<file path="config.mk">
export PLATFORM = sky130hd
export DESIGN_NAME = mmjc_divider
export DESIGN_NICKNAME = d
export VERILOG_FILES = /design/src/rtl/mmjc_pkg.sv /design/src/rtl/mmjc_divider.sv
export SDC_FILE = /design/constraint.sdc
export NUM_CORES = 1
export LEC_CHECK = 0
export BUFFER_PORTS_ARGS = -buffer_cell sky130_fd_sc_hd__buf_2
export CORE_MARGIN = 1
export CORE_UTILIZATION = 55
export CTS_BUF_LIST = sky130_fd_sc_hd__clkbuf_8
export CTS_CLUSTER_DIAMETER = 40
export DETAILED_ROUTE_END_ITERATION = 10
export PLACE_DENSITY = 0.79
export SYNTH_ARGS = -nofsm -noshare
export SYNTH_HDL_FRONTEND = slang
export SYNTH_SLANG_ARGS = --single-unit
</file>
<file path="constraint.sdc">
create_clock -name clock -period 6.9 [get_ports clock]
set_input_delay 0 -clock clock [delete_from_list [all_inputs] [get_ports clock]]
set_output_delay 0 -clock clock [all_outputs]
set_load 0.05 [all_outputs]
</file>
<file path="src/rtl/mmjc_pkg.sv">
// Shared constants, state type and color helper for the jet colormap renderer.
`default_nettype none

package mmjc_pkg;

   localparam int STORE_DEPTH    = 4096;
   localparam int STORE_IDX_BITS = $clog2(STORE_DEPTH);
   localparam int COUNT_BITS     = STORE_IDX_BITS + 1;
   localparam int INDEX_BITS     = 12;
   localparam int SAMPLE_BITS    = 32;
   localparam int FRAC_BITS      = 12;
   localparam int QUO_BITS       = FRAC_BITS + 1;
   localparam int QCNT_BITS      = $clog2(QUO_BITS);
   localparam int CH_BITS        = FRAC_BITS + 5;
   localparam int ONE            = 1 << FRAC_BITS;

   localparam logic [SAMPLE_BITS-1:0] SIGN_FLIP = {1'b1, {(SAMPLE_BITS-1){1'b0}}};

   // piece breaks on the intensity
   localparam logic [QUO_BITS-1:0] T_BREAK1 = QUO_BITS'(ONE / 8);
   localparam logic [QUO_BITS-1:0] T_BREAK2 = QUO_BITS'(3 * ONE / 8);
   localparam logic [QUO_BITS-1:0] T_BREAK3 = QUO_BITS'(5 * ONE / 8);
   localparam logic [QUO_BITS-1:0] T_BREAK4 = QUO_BITS'(7 * ONE / 8);

   // channel offsets in Q.FRAC_BITS
   localparam logic signed [CH_BITS-1:0] CH_ONE      = CH_BITS'(ONE);
   localparam logic signed [CH_BITS-1:0] CH_HALF     = CH_BITS'(ONE / 2);
   localparam logic signed [CH_BITS-1:0] CH_3HALF    = CH_BITS'(3 * ONE / 2);
   localparam logic signed [CH_BITS-1:0] CH_5HALF    = CH_BITS'(5 * ONE / 2);
   localparam logic signed [CH_BITS-1:0] CH_7HALF    = CH_BITS'(7 * ONE / 2);
   localparam logic signed [CH_BITS-1:0] CH_9HALF    = CH_BITS'(9 * ONE / 2);

   typedef enum logic [1:0] {
      ST_IDLE,
      ST_SETUP,
      ST_DIVIDE,
      ST_MAP
   } mmjc_state_type;

   localparam logic OP_LOAD   = 1'b0;
   localparam logic OP_RENDER = 1'b1;

   // clamp a channel to [0, one] and scale by 255 with truncation
   function automatic logic [7:0] chan_to_byte(input logic signed [CH_BITS-1:0] c);
      logic [QUO_BITS-1:0]    cl;
      logic [FRAC_BITS+8:0]   prod;
      if (c < 0) begin
         cl = '0;
      end else if (c > CH_ONE) begin
         cl = QUO_BITS'(ONE);
      end else begin
         cl = c[QUO_BITS-1:0];
      end
      prod = {cl, 8'd0} - (FRAC_BITS+9)'(cl);
      return prod[FRAC_BITS+7:FRAC_BITS];
   endfunction

endpackage

`default_nettype wire

</file>
<file path="src/rtl/mmjc_divider.sv">
// Restoring divider, one quotient bit a cycle, for the normalized intensity.
`default_nettype none

module mmjc_divider (
   input  wire logic                                clock,
   input  wire logic                                reset,
   input  wire logic                                div_start,
   input  wire logic [mmjc_pkg::SAMPLE_BITS-1:0]    dividend,
   input  wire logic [mmjc_pkg::SAMPLE_BITS-1:0]    divisor,
   output logic                                     div_done,
   output logic [mmjc_pkg::QUO_BITS-1:0]            quotient
);
   import mmjc_pkg::*;

   logic [SAMPLE_BITS-1:0] rem_ff, rem_in;
   logic [SAMPLE_BITS-1:0] den_ff;
   logic [QUO_BITS-1:0]    q_ff, q_in;
   logic [QCNT_BITS-1:0]   cnt_ff, cnt_in;
   logic                   run_ff, run_in;
   logic [SAMPLE_BITS:0]   shifted;
   logic [SAMPLE_BITS+1:0] diff;
   logic                   ge;

   localparam logic [QCNT_BITS-1:0] LAST_STEP = QCNT_BITS'(QUO_BITS - 1);

   // first step takes the dividend as is (for a loaded index it never exceeds the divisor)
   always_comb begin
      shifted = (cnt_ff == '0) ? {1'b0, rem_ff} : {rem_ff, 1'b0};
      diff    = {1'b0, shifted} - {2'b00, den_ff};
      ge      = !diff[SAMPLE_BITS+1];
      div_done = run_ff && (cnt_ff == LAST_STEP);
      rem_in  = rem_ff;
      q_in    = q_ff;
      cnt_in  = cnt_ff;
      run_in  = run_ff;
      if (div_start) begin
         rem_in = dividend;
         q_in   = '0;
         cnt_in = '0;
         run_in = 1'b1;
      end else if (run_ff) begin
         rem_in = ge ? diff[SAMPLE_BITS-1:0] : shifted[SAMPLE_BITS-1:0];
         q_in   = {q_ff[QUO_BITS-2:0], ge};
         cnt_in = cnt_ff + 1'b1;
         if (cnt_ff == LAST_STEP) begin
            run_in = 1'b0;
         end
      end
   end

   always_ff @(posedge clock) begin
      if (reset) begin
         run_ff <= 1'b0;
         cnt_ff <= '0;
      end else begin
         run_ff <= run_in;
         cnt_ff <= cnt_in;
      end
   end

   always_ff @(posedge clock) begin
      rem_ff <= rem_in;
      q_ff   <= q_in;
      if (div_start) begin
         den_ff <= divisor;
      end
   end

   assign quotient = q_ff;

endmodule

`default_nettype wire

</file>
[After elaboration in Yosys (flattened, before gate mapping)]
Index checks and enable logic that the tools add are counted.
Operators by class
  add/subtract/negate cells: 2
  equal/unequal tests: 1
  muxes and demuxes: 7
  reductions and logical operators: 5
Operator list (number)
  32-bit 2-to-1 mux: 3
  33-bit by 32-bit subtractor with 34-bit output: 1
  33-bit 2-to-1 mux: 1
  4-bit by 1-bit adder with 4-bit output, second input constant: 1
  4-bit equality test, second input constant: 1
  4-bit zero test: 1
  1-bit 2-to-1 mux: 3
  2-bit nonzero test: 1
  2-bit OR reduction: 1
  1-bit logical AND: 1
  1-bit zero test: 1
Word-level totals
  flip-flop bits (word level): 82
  output and inout bits: 14
  word-level logic and storage cells: 20

[Longest topological paths before layout]
Gate-level depths: netlist of run 1.
  depth after elaboration: 6
  depth in mapped cells: 16
  depth with buffers taken out: 14

[Least setup slack after synthesis of run 1]
Ideal clock, no wire load.
  kind: reg-to-reg
  from: register cnt_ff[0]
  to: register rem_ff[24], data pin
  library setup time: 261 ps
  data arrival time: 4127 ps
  data required time: 6639 ps
  path slack: 2512 ps
  cell stages (with the launch flop): 17
  buffers on the path: 3
  clock period less this slack: 4388 ps
  cells stage by stage: dfxtp_1 inv_1 ha_1 nor3b_1 clkbuf_1 mux2_2 ha_1 buf_4 nand4_1 or3_1 a311o_1 a21oi_4 a21oi_2 o211a_1 buf_6 and3_1 a311o_1
On the way
  word-level cells in the longest chain between the ends: 6
Ends and longest elaborated chain
  start: declaration: line mmjc_divider.sv:18  | logic [QCNT_BITS-1:0] cnt_ff, cnt_in;
  start signal: assignment: line mmjc_divider.sv:57  | cnt_ff <= cnt_in;
  4-bit zero test (*): line mmjc_divider.sv:28  | shifted = (cnt_ff == '0) ? {1'b0, rem_ff} : {rem_ff, 1'b0};
  33-bit 2-to-1 mux (*): line mmjc_divider.sv:28
  33-bit by 32-bit subtractor with 34-bit output: line mmjc_divider.sv:29  | diff = {1'b0, shifted} - {2'b00, den_ff};
  32-bit 2-to-1 mux (*): line mmjc_divider.sv:42  | rem_in = ge ? diff[SAMPLE_BITS-1:0] : shifted[SAMPLE_BITS-1:0];
  32-bit 2-to-1 mux (*): line mmjc_divider.sv:41  | end else if (run_ff) begin
  32-bit 2-to-1 mux (*): line mmjc_divider.sv:36  | if (div_start) begin
  via rem_in[24]: line mmjc_divider.sv:15  | logic [SAMPLE_BITS-1:0] rem_ff, rem_in;
  end signal: assignment: line mmjc_divider.sv:62  | rem_ff <= rem_in;
  end: declaration: line mmjc_divider.sv:15
The timed path passes the listed nets; every way through them passes the cells marked *. The select of a mux whose other input is x is not followed.
A chain may end at the register's enable or synchronous reset.

[Worst setup path in the final report of run 1]
  from: register cnt_ff[0]
  to: register rem_ff[13], data pin
The elaborated chain is that of the path after synthesis.

==> flow_metrics.env, run 1 <==
export IMPL_synth_seq_cells=82
export IMPL_postCtsHoldBufs=58
export IMPL_synth_enable_flop_cells=64
export IMPL_finalSetupTns_ns=0
export IMPL_ys_warnings_count=0
export IMPL_rsz0062_at_grt="no"
export IMPL_clk_latency_ns=0.38
export IMPL_gp_congestion=0.872
export IMPL_synth_area_per_cell_um2=9.90
export IMPL_yosys_top_cells_area="edfxtp_1 35%, ha_1 7.7%, dfxtp_1 6.5%, mux2_2 6.3%, mux2i_1 4.9%"
export IMPL_hold_viol_final=0
export IMPL_worstMarginPinSlew_ns=0.957
export IMPL_syn_num_nets=659
export IMPL_syn_inst=557
export IMPL_core_area_mm2=0.00973
export IMPL_cts_resized=0
export IMPL_r2r_start="cnt_ff[0]"
export IMPL_worstReg2RegEnd="rem_ff[13]"
export IMPL_cts_max_level=3
export IMPL_layout_setup_ws_ns=1.72
export IMPL_first_global_vias=4642
export IMPL_vdd_drop_max_mv=0.139
export IMPL_yosysMostFrequentCell="edfxtp_1"
export IMPL_final_seq_area_mm2=0.00228
export IMPL_fmax_mhz=193
export IMPL_syn_to_final_growth_pct=23.5
export IMPL_drc=0
export IMPL_setup_viol=0
export IMPL_cts_max_path_buffers=2
export IMPL_die_h_um=102
export IMPL_holdWs_ns=0.0100
export IMPL_synthDominantCellAreaShare_pct=34.8
export IMPL_grt_antenna_before_repair=0
export IMPL_synth_top_cells_by_count="64 x edfxtp_1, 46 x nand2_1, 44 x nor2_1"
export IMPL_crit_fanout=33
export IMPL_async_flop_share_pct=0
export IMPL_ant_nets=0
export IMPL_hold_depth=4
export IMPL_reg2reg_slack_ns=1.72
export IMPL_drtPass1Iterations=4
export IMPL_cts_reportedPaths_clkPinSlew_ns=0.09
export IMPL_seq_area_frac_synth_pct=41.4
export IMPL_dpl_instance_area_mm2=0.00600
export IMPL_fin_nets=786
export IMPL_grt_use_total_pct=26.3
export IMPL_grt_max_degree=47
export IMPL_vias=4619
export IMPL_design_area_mm2=0.00681
export IMPL_numCtsBuffers=9
export IMPL_wl_mm=13.1
export IMPL_cts_tree="yes"
export IMPL_status="completed"
export IMPL_min_period_over_period_pct=75.0
export IMPL_min_to="rem_ff[27]"
export IMPL_placementRows=36
export IMPL_synth_flop_cell="edfxtp_1"
export IMPL_antenna_cells=0
export IMPL_cts_num_sinks=82
export IMPL_place_ws_ns=1.91
export IMPL_rr_worst_depth=15
export IMPL_cts_setup_buffers=0
export IMPL_hp_start="dividend[27]"
export IMPL_power_leakage_uw=0.00297
export IMPL_yosys_area_top_type="edfxtp_1"
export IMPL_dp_hpwl_mm=8.51
export IMPL_synth_cell_types=60
export IMPL_worst_endpoint_required_ns=7.00
export IMPL_powerDensity_mw_per_mm2=298
export IMPL_viasPerCell=5.62
export IMPL_die_area_mm2=0.0104
export IMPL_synthesis_area_mm2=0.00552
export IMPL_clockRootBuffer="clkbuf_8"
export IMPL_start_util_pct=56.7
export IMPL_drive_gt1_share_pct=21.3
export IMPL_multi_input_area_mm2=0.00297
export IMPL_worstHoldPathType="input pin to flop"
export IMPL_gr_total_overflow=0
export IMPL_min_period_ns=5.18
export IMPL_port_buffers=80
export IMPL_end_kind="flop"
export IMPL_wl_per_cell_um=16.0
export IMPL_grt_pass1_wl_mm=21.1
export IMPL_ios=81
export IMPL_fin_skew_ns=0.0152
export IMPL_die_w_um=102
export IMPL_path_class="flop to flop"
export IMPL_start_kind="flop"
export IMPL_maxCapViolations=0
export IMPL_drtIter0Drc=236
export IMPL_worstPathArrival_ns=5.27
export IMPL_drv_slew=0
export IMPL_fill_cells=739
export IMPL_slew_headroom_pct=36.1
stage by stage:
stage / utilization, % / total power, uW / std cells
3_3_place_gp: 61.7 / 1550 / 748
2_1_floorplan: - / 1400 / 557
4_1_cts: 70.0 / 2010 / 822
5_1_grt: 70.0 / 2150 / 822
6_report: 70.0 / 2030 / 822
3_5_place_dp: 61.7 / 1580 / 748
how the worst max path moves through the flow:
stage | end | startpoint | slack (ns)
2_1_floorplan | rem_ff[24] | cnt_ff[0] | 2.51
3_3_place_gp | rem_ff[15] | cnt_ff[0] | 2.10
3_5_place_dp | rem_ff[13] | cnt_ff[0] | 1.91
4_1_cts | rem_ff[13] | cnt_ff[0] | 1.85
5_1_grt | rem_ff[13] | cnt_ff[0] | 1.49
6_report | rem_ff[13] | cnt_ff[0] | 1.72
registers in the layout (all words and copies together) (netlist names):
name	count
rem_ff	32
cnt_ff	4
run_ff	1
quotient	13
den_ff	32
critical path: stages (launching register included):
cell and delay [ns]:
dfxtp_1 0.35, inv_1 0.08, ha_1 0.19, nor3b_2 0.16, buf_4 0.41, mux2_2 0.41, ha_1 0.44, nand4_1 0.19
or3_1 0.40, a311o_1 0.34, a21oi_4 0.22, a21oi_2 0.14, o211ai_2 0.71, buf_4 0.40, mux2i_1 0.29, a21oi_1 0.14
placed cells by master (no fill, tap or decap), types with 3 or more instances in the layout:
cell type and instances:
a211o_1 4, a211oi_1 7, a21boi_0 4, a21o_1 12
a21oi_1 36, a31o_2 6, a31oi_1 5, and2_1 6
and3_1 5, buf_2 80, buf_4 5, clkbuf_8 10
dfxtp_1 18, dlygate4sd3_1 58, edfxtp_1 64, ha_1 34
inv_1 39, mux2_2 31, mux2i_1 27, nand2_1 46
nand2b_1 6, nand3_1 17, nand4_1 3, nor2_1 44
nor3_1 8, o211ai_1 10, o21a_1 4, o21ai_0 14
o21ai_1 5, o31ai_1 4, or2_2 4, or3_1 4
xnor2_1 23, xor2_1 7
cell families (layout without fill, tap and decap cells):
logic type                 Yosys count  count (layout)  share of synthesized area [%]
AOI/OAI and AO/OA                  135             135                           16.9
buffers and inverters               65             197                           4.79
and+or+nand+nor                    151             151                           12.6
muxes                               59              59                           11.4
adders and majority gates           35              35                           8.08
xor gates and xnor gates            30              30                           4.76
DFF                                 82              82                           41.4
metal layers:
layer / wire [um] / vias to the layer above / GRT usage [%]
met2: 6460 / 137 / 45.1
met1: 5680 / 2130 / 31.7
met3: 511 / 44 / 3.83
li1: - / 2308 / -
met5: 0 / - / 0
met4: 471 / 0 / 15.1
cell type report:
class,count,share of cell area [%]
multi-input cells,410,43.7
flip-flops and latches,82,33.5
repair buffers,143,15.0
well taps,133,2.44
inverters,38,2.09
clock buffers,10,2.02
clock inverters,6,1.29
report_power, final:
part / internal [uW] / total (uW) / switching, uW
combinational: 432 / 965 / 533
sequential: 622 / 659 / 36.3
clock: 215 / 405 / 190
No activity file was read; power rests on OpenSTA's default activity.
==> run 2: changes to the inputs <==
==> constraint.sdc (replaced) <==
create_clock -name clock -period 5.3 [get_ports clock]
set_input_delay 0 -clock clock [delete_from_list [all_inputs] [get_ports clock]]
set_output_delay 0 -clock clock [all_outputs]
set_load 0.05 [all_outputs]
==> flow_metrics.env, run 2 (synthesis gave the netlist of run 1 again) <==
export IMPL_wl_per_cell_um=15.0
export IMPL_end_kind="flop"
export IMPL_grt_util_met3_pct=7.25
export IMPL_drtIter0Drc=169
export IMPL_min_period_ns=4.69
export IMPL_final_cell_mix="80 x buf_2, 64 x edfxtp_1, 61 x dlygate4sd3_1"
export IMPL_cts_reportedPaths_clkPinSlew_ns=0.09
export IMPL_status="completed"
export IMPL_hold_depth=4
export IMPL_fill_cells=757
export IMPL_die_area_mm2=0.0104
export IMPL_viasPerCell=5.56
export IMPL_cts_max_path_buffers=2
export IMPL_grt_max_degree=53
export IMPL_path_class="flop to flop"
export IMPL_report_power_total_uw=2520
export IMPL_fin_skew_ns=0.0105
export IMPL_hold_viol_final=0
export IMPL_powerDensity_mw_per_mm2=372
export IMPL_worstPathArrival_ns=4.83
export IMPL_port_buffers=80
export IMPL_rsz0062_at_grt="no"
export IMPL_cts_max_level=3
export IMPL_clockRootBuffer="clkbuf_8"
export IMPL_dp_hpwl_mm=8.42
export IMPL_vdd_drop_max_mv=0.191
export IMPL_numCtsBuffers=9
export IMPL_gp_congestion=0.888
export IMPL_grt_use_total_pct=25.0
export IMPL_min_period_over_period_pct=88.4
export IMPL_maxCapViolations=0
export IMPL_grt_busiest_layer="met2"
export IMPL_vias=4578
export IMPL_cts_tree="yes"
export IMPL_worstHoldPathType="input pin to flop"
export IMPL_placementRows=36
export IMPL_die_w_um=102
export IMPL_worstMarginPinSlew_ns=0.965
export IMPL_drv_slew=0
export IMPL_layout_commonest_cell="buf_2"
export IMPL_worst_endpoint_required_ns=5.44
export IMPL_power_leakage_uw=0.00295
export IMPL_start_kind="flop"
export IMPL_grt_use_met2_pct=44.1
export IMPL_ios=81
export IMPL_cts_setup_buffers=0
export IMPL_slew_headroom_pct=35.6
export IMPL_utilization_pct=69.7
export IMPL_die_h_um=102
export IMPL_fmax_mhz=213
export IMPL_grt_pass1_wl_mm=20.0
export IMPL_finalSetupTns_ns=0
export IMPL_gr_usage_met1_pct=29.2
export IMPL_cts_num_sinks=82
export IMPL_wl_mm=12.3
export IMPL_start_util_pct=56.7
export IMPL_setup_viol=0
export IMPL_fin_nets=788
export IMPL_drive_gt1_share_pct=21.1
export IMPL_drc=0
export IMPL_first_global_vias=4518
export IMPL_gr_total_overflow=0
export IMPL_crit_fanout=33
export IMPL_drtPass1Iterations=4
export IMPL_grt_antenna_before_repair=0
export IMPL_antenna_cells=0
export IMPL_rr_worst_depth=14
export IMPL_clk_latency_ns=0.38
export IMPL_syn_to_final_growth_pct=23.0
export IMPL_ant_nets=0
export IMPL_core_area_mm2=0.00973
run 2: layer usage:
metal  up-vias  share of wire, %
li1       2306                 -
met1      2111                44
met2       133                49
met3        28               5.6
met4         0               1.9
met5         -                 0
run 2: cell type report:
cell class | count | area, um^2 | share of cell area, %
clock buffers | 9 | 124 | 1.83
clock inverters | 7 | 52.6 | 0.775
inverters | 38 | 143 | 2.10
multi-input cells | 410 | 2970 | 43.8
flip-flops and latches | 82 | 2280 | 33.6
well taps | 133 | 166 | 2.45
repair buffers | 145 | 1040 | 15.3
run 2: power breakdown:
| group | internal (uW) | switching [uW] |
|---|---|---|
| combinational | 563 | 674 |
| sequential | 810 | 47.3 |
| clock | 175 | 249 |
run 2: repair_timing:
item                                    4_1_cts  5_1_grt
endpoints found under the hold margin        65        0
hold buffers                                 61        0
endpoints found under the setup margin        0        0
resized for setup                             0        0
run 2: path summary, 6_finish.rpt:
| kind | from | end | slack, ns |
|---|---|---|---|
| worst max-delay path | cnt_ff[0] | rem_ff[24] | 0.61 |
| worst min-delay path | dividend[27] | rem_ff[27] | 0.01 |
| worst max register to register | cnt_ff[0] | rem_ff[24] | 0.61 |
| worst min register to register | quotient[0] | quotient[0] | 0.52 |
run 2: worst max-delay path, cell delays in order, from the launching register on:
cell     delay (ns)
dfxtp_1        0.36
inv_1          0.07
ha_1           0.17
nor3b_2        0.16
buf_4          0.42
mux2_2         0.41
ha_1           0.43
nand4_1        0.18
or3_1          0.39
a311o_1        0.33
a21oi_4        0.23
a21oi_2        0.14
o211a_1        0.52
and3_1         0.31
a311o_1        0.31
run 2: per-stage QoR:
stage	hold slack, ns	instance area (um^2)	cells	setup WS [ns]
finish	0.0110	6780	824	0.614
global placement	0.176	6000	747	0.796
detailed placement	0.178	6000	747	0.647
CTS	0.00357	6780	824	0.623
floorplan	0.0724	5520	557	0.912
global route	0.0113	6780	824	0.335
==> run 3: changes to the inputs <==
==> constraint.sdc (replaced) <==
create_clock -name clock -period 6.08 [get_ports clock]
set_input_delay 0 -clock clock [delete_from_list [all_inputs] [get_ports clock]]
set_output_delay 0 -clock clock [all_outputs]
set_load 0.05 [all_outputs]
==> flow_metrics.env, run 3 (synthesis gave the netlist of run 1 again) <==
export IMPL_status="completed"
export IMPL_worstPathArrival_ns=4.82
export IMPL_drc=0
export IMPL_powerDensity_mw_per_mm2=324
export IMPL_vdd_drop_max_mv=0.167
export IMPL_intPower_uw=1350
export IMPL_min_period_ns=4.68
export IMPL_min_period_over_period_pct=77.0
export IMPL_grt_max_degree=53
export IMPL_layout_commonest_cell="buf_2"
export IMPL_core_area_mm2=0.00973
export IMPL_viasPerCell=5.55
export IMPL_port_buffers=80
export IMPL_path_class="flop to flop"
export IMPL_finalSetupTns_ns=0
export IMPL_p_comb_share_pct=49.1
export IMPL_cts_max_level=3
export IMPL_instances_no_fill=824
export IMPL_cts_tree="yes"
export IMPL_cts_reportedPaths_clkPinSlew_ns=0.09
export IMPL_power_leakage_uw=0.00295
export IMPL_dp_hpwl_mm=8.42
export IMPL_wl_mm=12.3
export IMPL_die_area_mm2=0.0104
export IMPL_final_cell_mix="80 x buf_2, 64 x edfxtp_1, 61 x dlygate4sd3_1"
export IMPL_crit_chain="inv_1 -> ha_1 -> nor3b_2 -> buf_4 -> mux2_2 -> ha_1 -> nand4_1 -> or3_1 -> a311o_1 -> a21oi_4 -> a21oi_2 -> o211a_1 -> and3_1 -> a311o_1"
export IMPL_critPathBufInv=2
export IMPL_syn_to_final_growth_pct=23.0
export IMPL_fin_skew_ns=0.0105
export IMPL_first_global_vias=4520
export IMPL_cts_num_sinks=82
export IMPL_grt_antenna_before_repair=0
export IMPL_worstMarginPinSlew_ns=0.965
export IMPL_place_ws_ns=1.43
export IMPL_end_kind="flop"
export IMPL_cts_max_path_buffers=2
export IMPL_setup_viol=0
export IMPL_numCtsBuffers=9
export IMPL_hold_viol_final=0
export IMPL_gp_congestion=0.888
export IMPL_fin_nets=788
export IMPL_ios=81
export IMPL_cp_slowest_cell="o211a_1"
export IMPL_clk_latency_ns=0.38
export IMPL_cts_resized=0
export IMPL_vias=4572
export IMPL_layout_setup_ws_ns=1.40
export IMPL_die_h_um=102
export IMPL_crit_fanout=33
export IMPL_ant_nets=0
export IMPL_drive_gt1_share_pct=21.1
export IMPL_report_power_total_uw=2200
export IMPL_grt_use_total_pct=25.0
export IMPL_rsz0062_at_grt="no"
export IMPL_clockPowerShare_pct=16.9
export IMPL_swShare_pct=38.5
export IMPL_slew_headroom_pct=35.6
export IMPL_drv_slew=0
export IMPL_worst_endpoint_required_ns=6.22
export IMPL_gr_total_overflow=0
export IMPL_fmax_mhz=214
export IMPL_drtIter0Drc=165
export IMPL_start_kind="flop"
export IMPL_utilization_pct=69.7
export IMPL_clockRootBuffer="clkbuf_8"
export IMPL_antenna_cells=0
export IMPL_p_switching_uw=846
export IMPL_dp_cells=747
export IMPL_crit_family="compound AO/OA/AOI/OAI gates"
export IMPL_wl_per_cell_um=14.9
export IMPL_maxCapViolations=0
export IMPL_worstHoldPathType="input pin to flop"
export IMPL_drtPass1Iterations=6
export IMPL_grt_pass1_wl_mm=20.0
export IMPL_die_w_um=102
export IMPL_start_util_pct=56.7
export IMPL_placementRows=36
export IMPL_slowest_delay_ns=0.52
export IMPL_power_share_sequential_pct=34.0
-- run 3: cell counts in the layout (fill, tap and decap cells not counted) --
No cell type changed its count.
-- run 3: path summary, 6_finish.rpt --
path                      from          end  slack (ns)  cells after the start
hold reg to reg    quotient[0]  quotient[0]        0.52                      2
hold / removal    dividend[27]   rem_ff[27]        0.01                      4
setup / recovery     cnt_ff[0]   rem_ff[24]        1.40                     14
setup reg to reg     cnt_ff[0]   rem_ff[24]        1.40                     14
-- run 3: per-layer routing --
layer / share of wire, % / track usage (%) / vias to the layer above
met3: 5.2 / 7.25 / 29
li1: - / - / 2308
met4: 2.0 / 8.46 / 0
met5: 0 / 0 / -
met1: 44 / 29.1 / 2099
met2: 49 / 44.1 / 136
-- run 3: final cells by class --
class | count | area, um^2
Clock inverter | 7 | 52.6
Clock buffer | 9 | 124
Sequential cell | 82 | 2280
Tap cell | 133 | 166
Multi-Input combinational cell | 410 | 2970
Fill cell | 758 | 2950
Timing Repair Buffer | 145 | 1040
Inverter | 38 | 143
-- run 3: worst reg2reg max path, stage by stage, from the launching register on --
cell and delay [ns]:
dfxtp_1 0.36, inv_1 0.07, ha_1 0.17, nor3b_2 0.16, buf_4 0.42, mux2_2 0.42, ha_1 0.44, nand4_1 0.18
or3_1 0.39, a311o_1 0.33, a21oi_4 0.23, a21oi_2 0.14, o211a_1 0.52, and3_1 0.31, a311o_1 0.31
-- run 3: power groups by stage --
stage                     Clock, uW  Sequential (uW)  Combinational (uW)
after floorplan                   0              743                 849
after global placement            0              754                1000
after detailed placement          0              759                1030
after CTS                       379              746                1070
after global routing            401              756                1200
final                           370              748                1080
-- run 3: metrics by stage --
stage,hold slack [ns],instance area [um^2]
CTS,0.00357,6780
detailed placement,0.178,6000
floorplan,0.0724,5520
finish,0.0100,6780
global route,0.0113,6780
global placement,0.176,6000
-- run 3: timing repair --
| action | CTS | global route |
|---|---|---|
| hold endpoints to repair | 65 | 0 |
| hold buffers | 61 | 0 |
| buffers inserted | 0 | 0 |
| setup endpoints to repair | 0 | 0 |
